### config.mk
export PLATFORM = sky130hd
export DESIGN_NAME = permuted_lcg_random_with_bounds
export DESIGN_NICKNAME = d
export VERILOG_FILES = /design/src/pcg_pkg.sv /design/src/pcg_front.sv /design/src/pcg_divider.sv /design/src/pcg_back.sv /design/src/permuted_lcg_random_with_bounds.sv
export SDC_FILE = /design/constraint.sdc
export NUM_CORES = 2
export LEC_CHECK = 0
export BUFFER_PORTS_ARGS = -buffer_cell sky130_fd_sc_hd__buf_2
export CAP_MARGIN = 20
export CORE_UTILIZATION = 55
export CTS_CLUSTER_DIAMETER = 40
export CTS_CLUSTER_SIZE = 10
export DETAILED_ROUTE_END_ITERATION = 16
export GPL_TIMING_DRIVEN = 0
export PLACE_DENSITY = 0.73
export SLEW_MARGIN = 30
export SYNTH_ARGS = -nofsm -noshare
export SYNTH_HDL_FRONTEND = slang
export SYNTH_HIERARCHICAL = 1
export SYNTH_SLANG_ARGS = --single-unit
### constraint.sdc
create_clock -name clk -period 12.6 [get_ports clk]
set_input_delay 1.26 -clock clk [delete_from_list [all_inputs] [get_ports clk]]
set_output_delay 1.26 -clock clk [all_outputs]
set_load 0.02 [all_outputs]
### src/pcg_pkg.sv
// shared types, constants and permutation function for the pcg block
`timescale 1ns / 1ps
package pcg_pkg;

  localparam logic [63:0] PCG_MULT = 64'd6364136223846793005;

  // request kinds
  localparam logic [2:0] REQ_RESTART = 3'd0;
  localparam logic [2:0] REQ_DRAW32  = 3'd1;
  localparam logic [2:0] REQ_DRAW64  = 3'd2;
  localparam logic [2:0] REQ_BND32   = 3'd3;
  localparam logic [2:0] REQ_BND64   = 3'd4;

  // register indexes
  localparam logic REG_SEED   = 1'b0;
  localparam logic REG_STREAM = 1'b1;

  // classified command handed from front to back
  typedef struct packed {
    logic [2:0]  kind;
    logic        zero_bound;
    logic [63:0] bound;
  } cmd_t;

  // xsh-rr output permutation of the pre-step state
  function automatic logic [31:0] permute(input logic [63:0] s);
    logic [31:0] mixed;
    logic [4:0]  rot;
    logic [63:0] dbl;
    mixed = 32'(((s >> 18) ^ s) >> 27);
    rot   = s[63:59];
    dbl   = {mixed, mixed} >> rot;
    return dbl[31:0];
  endfunction

endpackage

### src/pcg_front.sv
// request intake: classifies kinds and zero bounds, two-entry command queue
`timescale 1ns / 1ps
module pcg_front (
  input  logic              clk,
  input  logic              rst,
  input  logic              in_valid,
  output logic              in_ready,
  input  logic [2:0]        in_kind,
  input  logic [63:0]       in_bound,
  output logic              cmd_valid,
  input  logic              cmd_ready,
  output pcg_pkg::cmd_t     cmd
);
  import pcg_pkg::*;

  cmd_t       q [2];
  logic       wr_ptr, rd_ptr;
  logic [1:0] count;
  cmd_t       cmd_in;
  logic       push, pop;

  // classify the request
  always_comb begin
    cmd_in.kind  = in_kind;
    cmd_in.bound = (in_kind == REQ_BND32) ? {32'd0, in_bound[31:0]} : in_bound;
    cmd_in.zero_bound = (in_kind == REQ_BND32) ? (in_bound[31:0] == 32'd0)
                                               : (in_bound == 64'd0);
  end

  assign in_ready  = (count != 2'd2);
  assign cmd_valid = (count != 2'd0);
  assign cmd       = q[rd_ptr];
  assign push      = in_valid && in_ready;
  assign pop       = cmd_valid && cmd_ready;

  // queue storage
  always_ff @(posedge clk) begin
    if (push) q[wr_ptr] <= cmd_in;
  end

  // queue pointers
  always_ff @(posedge clk) begin
    if (rst) begin
      wr_ptr <= 1'b0;
      rd_ptr <= 1'b0;
      count  <= 2'd0;
    end else begin
      if (push) wr_ptr <= ~wr_ptr;
      if (pop)  rd_ptr <= ~rd_ptr;
      count <= count + 2'(push) - 2'(pop);
    end
  end
endmodule

### src/pcg_divider.sv
// radix-2 restoring remainder unit, one quotient bit per cycle
`timescale 1ns / 1ps
module pcg_divider (
  input  logic        clk,
  input  logic        rst,
  input  logic        start,
  input  logic [63:0] dividend,
  input  logic [63:0] divisor,
  output logic        done,
  output logic [63:0] remainder
);
  import pcg_pkg::*;

  logic [63:0] num, den, rem;
  logic [6:0]  cnt;
  logic        busy;
  logic [64:0] trial;

  assign trial     = {rem, num[63]} - {1'b0, den};
  assign remainder = rem;

  // shift-subtract iterations
  always_ff @(posedge clk) begin
    if (rst) begin
      busy <= 1'b0;
      done <= 1'b0;
      cnt  <= 7'd0;
    end else begin
      done <= 1'b0;
      if (start) begin
        busy <= 1'b1;
        cnt  <= 7'd0;
      end else if (busy) begin
        cnt <= cnt + 7'd1;
        if (cnt == 7'd63) begin
          busy <= 1'b0;
          done <= 1'b1;
        end
      end
    end
  end

  always_ff @(posedge clk) begin
    if (start) begin
      num <= dividend;
      den <= divisor;
      rem <= 64'd0;
    end else if (busy) begin
      num <= {num[62:0], 1'b0};
      if (!trial[64]) rem <= trial[63:0];
      else            rem <= {rem[62:0], num[63]};
    end
  end
endmodule

### src/pcg_back.sv
// generator engine: lcg state, permutation, rejection loop and result register
`timescale 1ns / 1ps
module pcg_back (
  input  logic              clk,
  input  logic              rst,
  input  logic              cfg_we,
  input  logic              cfg_index,
  input  logic [63:0]       cfg_data,
  input  logic              cmd_valid,
  output logic              cmd_ready,
  input  pcg_pkg::cmd_t     cmd,
  output logic              out_valid,
  input  logic              out_ready,
  output logic [63:0]       out_value,
  output logic              out_error
);
  import pcg_pkg::*;

  localparam logic [2:0] S_IDLE   = 3'd0;
  localparam logic [2:0] S_MUL    = 3'd1;
  localparam logic [2:0] S_STEP   = 3'd2;
  localparam logic [2:0] S_TWAIT  = 3'd3;
  localparam logic [2:0] S_CHECK  = 3'd4;
  localparam logic [2:0] S_MWAIT  = 3'd5;
  localparam logic [2:0] S_OUT    = 3'd6;

  localparam logic [31:0] MULT_LO = PCG_MULT[31:0];
  localparam logic [31:0] MULT_HI = PCG_MULT[63:32];

  logic [2:0]  state;
  logic [63:0] lcg, inc, seed, stream;
  logic [2:0]  kind;
  logic [63:0] bnd;
  logic [63:0] thresh, raw;
  logic        half;
  logic        div_start, div_done;
  logic [63:0] div_a, div_r;
  logic [1:0]  mphase;
  logic [63:0] acc;
  logic [31:0] mul_a, mul_b;
  logic [63:0] mul_p;

  assign cmd_ready = (state == S_IDLE) && !out_valid;

  // shared 32x32 multiplier: lo*mlo, then hi*mlo and lo*mhi into the upper half
  assign mul_a = (mphase == 2'd1) ? lcg[63:32] : lcg[31:0];
  assign mul_b = (mphase == 2'd2) ? MULT_HI : MULT_LO;
  assign mul_p = {32'd0, mul_a} * {32'd0, mul_b};

  pcg_divider u_div (
    .clk(clk), .rst(rst), .start(div_start), .dividend(div_a),
    .divisor(bnd), .done(div_done), .remainder(div_r)
  );

  // configuration registers
  always_ff @(posedge clk) begin
    if (rst) begin
      seed   <= 64'd0;
      stream <= 64'd0;
    end else if (cfg_we) begin
      unique case (cfg_index)
        REG_SEED:   seed   <= cfg_data;
        REG_STREAM: stream <= cfg_data;
        default: ;
      endcase
    end
  end

  // sequencer
  always_ff @(posedge clk) begin
    if (rst) begin
      state     <= S_IDLE;
      lcg       <= 64'd0;
      inc       <= 64'd1;
      out_valid <= 1'b0;
      div_start <= 1'b0;
      mphase    <= 2'd0;
    end else begin
      div_start <= 1'b0;
      if (out_valid && out_ready) out_valid <= 1'b0;
      unique case (state)
        S_IDLE: begin
          if (cmd_valid && cmd_ready) begin
            kind      <= cmd.kind;
            bnd       <= cmd.bound;
            out_value <= 64'd0;
            out_error <= 1'b0;
            raw       <= 64'd0;
            half      <= 1'b0;
            if (cmd.kind == REQ_RESTART) begin
              lcg   <= 64'd0;
              inc   <= {stream[62:0], 1'b1};
              state <= S_MUL;
            end else if (cmd.kind == REQ_DRAW32 || cmd.kind == REQ_DRAW64) begin
              state <= S_MUL;
            end else if (cmd.kind == REQ_BND32 || cmd.kind == REQ_BND64) begin
              if (cmd.zero_bound) begin
                out_error <= 1'b1;
                state     <= S_OUT;
              end else begin
                state <= S_TWAIT;
                div_a <= (cmd.kind == REQ_BND32)
                         ? {32'd0, 32'(-cmd.bound[31:0])} : (64'd0 - cmd.bound);
                div_start <= 1'b1;
              end
            end else begin
              state <= S_OUT;
            end
          end
        end
        // product of the state and the multiplier, accumulated over the mphase partial products
        S_MUL: begin
          if (mphase == 2'd0) acc <= mul_p;
          else                acc <= acc + {mul_p[31:0], 32'd0};
          if (mphase == 2'd2) begin
            mphase <= 2'd0;
            state  <= S_STEP;
          end else begin
            mphase <= mphase + 2'd1;
          end
        end
        S_TWAIT: begin
          if (div_done) begin
            thresh <= div_r;
            state  <= S_MUL;
          end
        end
        S_STEP: begin
          if (kind == REQ_RESTART) begin
            // restart: first step adds the seed, second step finishes
            if (!half) begin
              lcg   <= acc + inc + seed;
              half  <= 1'b1;
              state <= S_MUL;
            end else begin
              lcg   <= acc + inc;
              state <= S_OUT;
            end
          end else begin
            lcg <= acc + inc;
            if (kind == REQ_DRAW64 || kind == REQ_BND64) begin
              raw <= {raw[31:0], permute(lcg)};
              if (!half) begin
                half  <= 1'b1;
                state <= S_MUL;
              end else begin
                state <= S_CHECK;
              end
            end else begin
              raw   <= {32'd0, permute(lcg)};
              state <= S_CHECK;
            end
          end
        end
        S_CHECK: begin
          half <= 1'b0;
          if (kind == REQ_DRAW32 || kind == REQ_DRAW64) begin
            out_value <= raw;
            state     <= S_OUT;
          end else if (raw < thresh) begin
            state <= S_MUL;
          end else begin
            div_a     <= raw;
            div_start <= 1'b1;
            state     <= S_MWAIT;
          end
        end
        S_MWAIT: begin
          if (div_done) begin
            out_value <= div_r;
            state     <= S_OUT;
          end
        end
        S_OUT: begin
          if (!out_valid) begin
            out_valid <= 1'b1;
            state     <= S_IDLE;
          end
        end
        default: state <= S_IDLE;
      endcase
    end
  end
endmodule

### src/permuted_lcg_random_with_bounds.sv
// top level of the pcg32 generator with bounded draws
`timescale 1ns / 1ps
// Usage:
// Requests enter on s_axis (tuser: req_type[2:0], tdata: bound[63:0]); each
// gives one transfer on m_axis (tdata: value[63:0], tuser: bound_error).
// Kinds: restart, 32-bit draw, 64-bit draw, bounded 32/64-bit draws;
// unknown kinds return zero.
// A front stage classifies requests into a two-entry queue; the back
// engine runs one request at a time and takes the next one the cycle
// after the previous result transfer.
// Each lcg step is a multiply; bounded draws step again for each
// rejected value, and the remainder unit runs twice (threshold, final
// modulo).
// Reset clears the state to 0 and the increment to 1, registers to 0.
// A stalled receiver holds the result register; up to two more requests
// queue in front before s_axis_tready drops.
// Configuration writes (cfg_we, cfg_index, cfg_data) only while idle.
module permuted_lcg_random_with_bounds (
  input  logic        clk,
  input  logic        rst,
  input  logic        s_axis_tvalid,
  output logic        s_axis_tready,
  input  logic [63:0] s_axis_tdata,   // bound[63:0]
  input  logic [2:0]  s_axis_tuser,   // req_type[2:0]
  output logic        m_axis_tvalid,
  input  logic        m_axis_tready,
  output logic [63:0] m_axis_tdata,   // value[63:0]
  output logic        m_axis_tuser,   // bound_error
  input  logic        cfg_we,
  input  logic        cfg_index,
  input  logic [63:0] cfg_data
);
  import pcg_pkg::*;

  cmd_t        cmd;
  logic        cmd_valid, cmd_ready;

  pcg_front u_front (
    .clk(clk), .rst(rst), .in_valid(s_axis_tvalid), .in_ready(s_axis_tready),
    .in_kind(s_axis_tuser), .in_bound(s_axis_tdata),
    .cmd_valid(cmd_valid), .cmd_ready(cmd_ready), .cmd(cmd)
  );

  pcg_back u_back (
    .clk(clk), .rst(rst), .cfg_we(cfg_we), .cfg_index(cfg_index),
    .cfg_data(cfg_data), .cmd_valid(cmd_valid), .cmd_ready(cmd_ready),
    .cmd(cmd), .out_valid(m_axis_tvalid), .out_ready(m_axis_tready),
    .out_value(m_axis_tdata), .out_error(m_axis_tuser)
  );

  // a stalled result holds its payload
  assert property (@(posedge clk) disable iff (rst)
    m_axis_tvalid && !m_axis_tready |=> $stable(m_axis_tdata) && $stable(m_axis_tuser))
    else $error("result changed under stall");

  // an error result always carries zero value
  assert property (@(posedge clk) disable iff (rst)
    m_axis_tvalid && m_axis_tuser |-> m_axis_tdata == 64'd0)
    else $error("error result with nonzero value");

  // no new command taken while a result waits
  assert property (@(posedge clk) disable iff (rst)
    m_axis_tvalid |-> !cmd_ready)
    else $error("command taken while result pending");
endmodule

Word level (Yosys, flattened, before mapping)
Memory sizes are Yosys's and may differ from the RTL's. A register that Yosys moved wholly into a read port is not among the register bits.
Cells that the tools add are included.
{"block": "totals", "ff_bits": 855, "ramBits": 136, "in_bits": 137, "out_inout_bits": 67, "wordCells": 186, "memories": 1}
{"block": "op_classes", "n_addsub": 10, "mul": 1, "magnitude_cmp": 1, "n_eq_ne": 33, "shifts": 1, "muxes": 70, "bitwise": 7, "reduce_logical": 36}
{"memory": "u_front.q", "words": 2, "word_bits": 68, "read_ports": 1, "rd_clocked_by_memory_dff": 1, "wr": 1, "line_no": "pcg_front.sv:16", "text": "cmd_t q [2];"}
{"cell": "two-way mux 64 bit", "n": 22}
{"cell": "case mux 64 bit (2 select lines)", "n": 3}
{"cell": "adder 64 bit", "n": 3}
{"cell": "case mux 64 bit (3 select lines)", "n": 1}
{"cell": "subtractor 65 x 64 -> 65 bit", "n": 1}
{"cell": "logical NOT 64 bit", "n": 1}
{"cell": "less-than comparator 64 bit", "n": 1}
{"cell": "multiplier 32 x 32 -> 64 bit", "n": 1}
{"cell": ">> shifter 64 x 5 -> 32 bit", "n": 1}
{"cell": "subtractor 1 x 64 -> 64 bit (first input constant)", "n": 1}
{"cell": "XOR 46 x 59 -> 59 bit", "n": 1}
{"cell": "two-way mux 3 bit", "n": 15}
{"cell": "logical NOT 32 bit", "n": 1}
{"cell": "two-way mux 32 bit", "n": 1}
{"cell": "negator 32 bit", "n": 1}
{"cell": "two-way mux 29 bit", "n": 1}
{"cell": "inequality test 2 bit (second input constant)", "n": 13}
{"cell": "two-way mux 1 bit", "n": 23}
{"cell": "case mux 3 bit (7 select lines)", "n": 1}
{"cell": "== test 3 x 2 -> 1 bit (second input constant)", "n": 6}
{"cell": "== test 3 bit (second input constant)", "n": 5}
{"cell": "AND reduction 3 bit", "n": 4}
{"cell": "AND reduction 5 bit", "n": 2}
{"cell": "== test 3 x 1 -> 1 bit (second input constant)", "n": 3}
{"cell": "other kinds (25)", "n": 47}

Logic depth before layout (Yosys ltp)
{"block": "depth", "depth_word": 8, "depth_mapped": 43, "ltp_nobuf": 41}

Cells and area by module
Netlist, hierarchy kept.
{"mod": "pcg_back", "n_inst": 1, "cells_each": 6208, "area_per_inst_um2": 58671.3}
{"mod": "pcg_divider", "n_inst": 1, "cells_each": 1233, "area_per_inst_um2": 11969.0}
{"mod": "pcg_front", "n_inst": 1, "cells_each": 293, "area_per_inst_um2": 5579.1}

Worst setup path after synthesis
No wires, ideal clock.
{"block": "synth_timing", "kind": "input to register", "startpoint": "input rst", "endpoint": "register u_back.raw[0] (enable)", "arrival_time_ns": 11.598, "required_ns": 11.771, "path_slack_ns": 0.173, "cell_stages": 2, "path_cell_list": "or2_2 a2111oi_0"}
{"block": "synth_between", "elab_chain_cells": 2}
{"item": "start, declared", "line_no": "permuted_lcg_random_with_bounds.sv:20", "text": "input logic rst,"}
{"item": "inverter 1 bit (no line)"}
{"item": "AND reduction 4 bit (no line)"}
{"item": "end signal, assigned", "line_no": "pcg_back.sv:142", "text": "raw <= {raw[31:0], permute(lcg)};"}
{"item": "end signal, assigned", "line_no": "pcg_back.sv:150", "text": "raw <= {32'd0, permute(lcg)};"}
{"item": "end, declared", "line_no": "pcg_back.sv:34", "text": "logic [63:0] thresh, raw;"}
Every way passes these cells.
A chain may end at the register's enable or synchronous reset.

Final worst setup path
{"block": "layout_timing", "startpoint": "register u_back.mphase[0]", "endpoint": "register u_back.acc[63] (data pin)"}
{"block": "layout_between", "elab_chain_cells": 5}
{"item": "start, declared", "line_no": "pcg_back.sv:38", "text": "logic [1:0] mphase;"}
{"item": "start signal, assigned", "line_no": "pcg_back.sv:119", "text": "mphase <= mphase + 2'd1;"}
{"item": "== test 2 x 1 -> 1 bit / == test 2 bit (equally long branches)", "line_no": "pcg_back.sv:46, pcg_back.sv:47"}
{"item": "two-way mux 32 bit / two-way mux 29 bit (equally long branches)", "line_no": "pcg_back.sv:46, pcg_back.sv:47"}
{"item": "multiplier 32 x 32 -> 64 bit", "line_no": "pcg_back.sv:48", "text": "assign mul_p = {32'd0, mul_a} * {32'd0, mul_b};"}
{"item": "adder 64 bit", "line_no": "pcg_back.sv:114", "text": "else acc <= acc + {mul_p[31:0], 32'd0};"}
{"item": "two-way mux 64 bit (*)", "line_no": "pcg_back.sv:113", "text": "if (mphase == 2'd0) acc <= mul_p;"}
{"item": "end signal, assigned", "line_no": "pcg_back.sv:113"}
{"item": "end signal, assigned", "line_no": "pcg_back.sv:114"}
{"item": "end, declared", "line_no": "pcg_back.sv:39", "text": "logic [63:0] acc;"}
Mark *: on every way between the ends. The rest lies on a longest branch, timed or not.

==> results.yml <==
setup_path:
  worstPathArrival_ns: 12.46
  slowest_delay_ns: 0.79
  crit_path_end: "u_back/acc[63]$_SDFFCE_PP0P_"
  path_buf_inv: 8
  crit_slowest_cell: "clkdlybuf4s15_1"
  rr_startpoint: "u_back/mphase[0]$_SDFFE_PP0P_"
  crit_type: "flip-flop to flip-flop"
  start_kind: "flip-flop"
  cp_common_cell: "fa_1"
  required_ns: 13.12
  path_depth: 38
  crit_family: "adder cells"
  crit_start: "u_back/mphase[0]$_SDFFE_PP0P_"
  cp-end-kind: "flip-flop"
  r2r_cells: 38
  critPathMaxFanout: 10
  r2r-end: "u_back/acc[63]$_SDFFCE_PP0P_"
  ff2ff_setup_slack_ns: 0.66
global_route:
  overflow: 0
  grt_usage_pct: 35.9
  grt_pass1_vias: 60500
  grt_max_degree: 45
  grt_first_pass_wirelength_mm: 375
  grt_antenna_before_repair: 12
detailed_routing:
  detail_route.first_pass.iterations: 6
  vias_per_cell: 5.96
  top_layer: "met5"
  postRouteAntennaNets: 0
  wirelength_mm: 251
  vias: 60000
  wl_met2_mm: 118
  avgRoutedWirePerCell_um: 24.9
  drc: 0
  initialDrtViolationCount: 5623
  wl_met3_mm: 16.3
  wl_met1_mm: 98.3
placement:
  place.gp.congestion: 1.01
  dp_cells: 9819
  dp_hpwl_mm: 204
  port_buffers: 203
  place_area_sq_um: 80300
cts:
  cts_buffers: 142
  cts-root-buf: "clkbuf_16"
  cts_buffer_depth: 3
  htree_num_levels: 4
  cts.sinks: 992
  cts_tree: "done"
  worst_skew_pair.late_latency_ns: 0.79
  cts_hold_buf: 0
  cts_setup_buffers: 0
  clk_pin_slew_ns: 0.05
synth:
  yosysUniqueCellTypes: 97
  yosys.area.top_type: "edfxtp_1"
  yosysSeqAreaShare_pct: 34.6
  netlist_instances: 7734
  synth_top_area_share_pct: 25.7
  synth_common_cells: "nand2_1, inv_1, ha_1"
  yosysWarnings: 6
  synthArstFlopShare_pct: 0
  synthFlopType: "edfxtp_1"
  synthesis.area_sq_um: 76200
  synth_edf_count: 653
  synthTopCellsByArea: "edfxtp_1, fa_1, ha_1"
  synth_most_common_cell: "nand2_1"
  syn_area_per_cell_sq_um: 9.86
  ys_ff_latch: 992
timing:
  fmax_ghz: 0.0837
  slew_violations: 0
  hold_viol: 0
  slew-limit-headroom_pct: 28.9
  setup_violations: 0
  worst_pin_slew_ns: 1.04
  rsz0062_at_grt: "no"
  finalCritPeriodShare_pct: 94.8
  clock_skew_ns: 0.0338
  fin_tns_setup_ns: 0
  layout_min_cycle_time_ns: 11.94
final_layout:
  fin_cells: 10100
  layout.nets: 9579
  fin_area_sq_um: 84900
  layout-drive-gt1-share_pct: 9.15
  area_growth_pct: 11.4
die:
  dieArea_sq_um: 140000
  die_y_um: 374
  die_x_um: 374
  rows: 136
  start_util_pct: 55.4
  core_area_sq_um: 137000
  io_pins: 204
worst_hold_path:
  hold_path_class: "flip-flop to flip-flop"
  hold_start: "u_back/bnd[39]$_DFFE_PP_"
status:
  status: "finished, final reports clean"
flow_run:
  maxCapViolCount: 0
-- how the worst min path moves through the flow --
stage / cells past startpoint / to / slack (ns)
after floorplan: 0 / u_back/u_div/den[0]$_DFFE_PP_ / 0.40
after global placement: 0 / u_back/u_div/den[63]$_DFFE_PP_ / 0.40
after detailed placement: 0 / u_back/u_div/den[24]$_DFFE_PP_ / 0.40
after CTS: 0 / u_back/u_div/den[39]$_DFFE_PP_ / 0.40
after global routing: 0 / u_back/u_div/den[32]$_DFFE_PP_ / 0.41
final: 0 / u_back/u_div/den[39]$_DFFE_PP_ / 0.40
-- what timing repair did --
| item | 4_1_cts | 5_1_grt |
|---|---|---|
| hold endpoints to repair | 0 | 0 |
| resized for setup | 0 | 4 |
| setup endpoints to repair | 0 | 1 |
-- cells in the final DEF, fill, tap and decap left out, drive strengths merged, types with 46 or more instances in the layout --
| cell type | netlist | layout |
|---|---|---|
| xnor2 | 182 | 182 |
| nand4 | 94 | 94 |
| edfxtp | 653 | 653 |
| xor2 | 166 | 166 |
| inv | 885 | 902 |
| a21oi | 620 | 620 |
| and2 | 154 | 154 |
| nand3 | 59 | 59 |
| a211oi | 86 | 86 |
| fa | 548 | 548 |
| buf | 49 | 311 |
| mux2i | 103 | 103 |
| clkbuf | 265 | 451 |
| a21o | 156 | 156 |
| o21ai | 343 | 343 |
| nand2b | 50 | 50 |
| mux2 | 165 | 165 |
| nand2 | 946 | 946 |
| nor2b | 63 | 63 |
| ha | 725 | 725 |
| o21bai | 46 | 46 |
| nor2 | 466 | 466 |
| nor3 | 63 | 63 |
| dfxtp | 339 | 339 |
-- per-stage QoR --
stage	hold WS, ns	worst slack, ns	util, %
5_1_grt	0.411	0.178	61.8
3_3_place_gp	0.402	-3.75	57.9
2_1_floorplan	0.400	0.173	-
4_1_cts	0.401	0.640	61.7
6_report	0.404	0.659	61.8
3_5_place_dp	0.405	0.715	58.4
-- per-layer routing --
metal	vias to the layer above	global-route usage, %
met5	-	0
met4	10	22.6
met3	689	5.42
met2	2425	59.2
met1	29400	44.3
li1	27500	-
-- worst register-to-register path, delay by kind of cell (launching register included) --
family / cells / cell delay [ns]
and+or+nand+nor: 5 / 1.03
adders and majority gates: 10 / 4.51
AOI/OAI and AO/OA: 12 / 2.56
muxes: 1 / 0.70
DFF: 1 / 0.42
xor gates and xnor gates: 2 / 0.57
buffers and inverters: 8 / 1.90
-- layout make-up --
| type | instances | area [sq um] |
|---|---|---|
| plain buffers | 314 | 1290 |
| inverters | 885 | 3320 |
| multi-input cells | 5572 | 45500 |
| repair buffers | 262 | 1600 |
| flip-flops and latches | 992 | 26400 |
| fillers | 11600 | 52600 |
| diodes | 5 | 12.5 |
| well taps | 1794 | 2240 |
| clock inverters | 58 | 679 |
| clock buffers | 187 | 3880 |
-- state kept, by name (all words and copies together), names as in the netlist, 2 cells and up, named ones only --
name,cells
u_back/state,3
u_back/stream,63
u_front/count,2
u_back/seed,64
u_front/q,136
u_back/thresh,64
u_back/lcg,64
u_back/u_div/den,64
u_back/u_div/num,64
u_back/inc,63
u_back/u_div/remainder,64
u_back/mphase,2
u_back/div_a,64
u_back/u_div/cnt,7
u_back/acc,64
u_back/out_value,64
u_back/kind,3
u_back/raw,64
u_back/bnd,64
-- cells by family after synthesis --
group | synth area share, %
compound gates | 12.7
xor+xnor | 4.00
fa+ha+maj | 26.3
buf+inv | 6.03
flops | 34.6
mux | 4.10
other cells | 0.00985
simple gates | 12.2
Power is left out: the tool's default activity adds up to more than one toggle a clock period on the data nets, which glitch-free logic cannot reach.
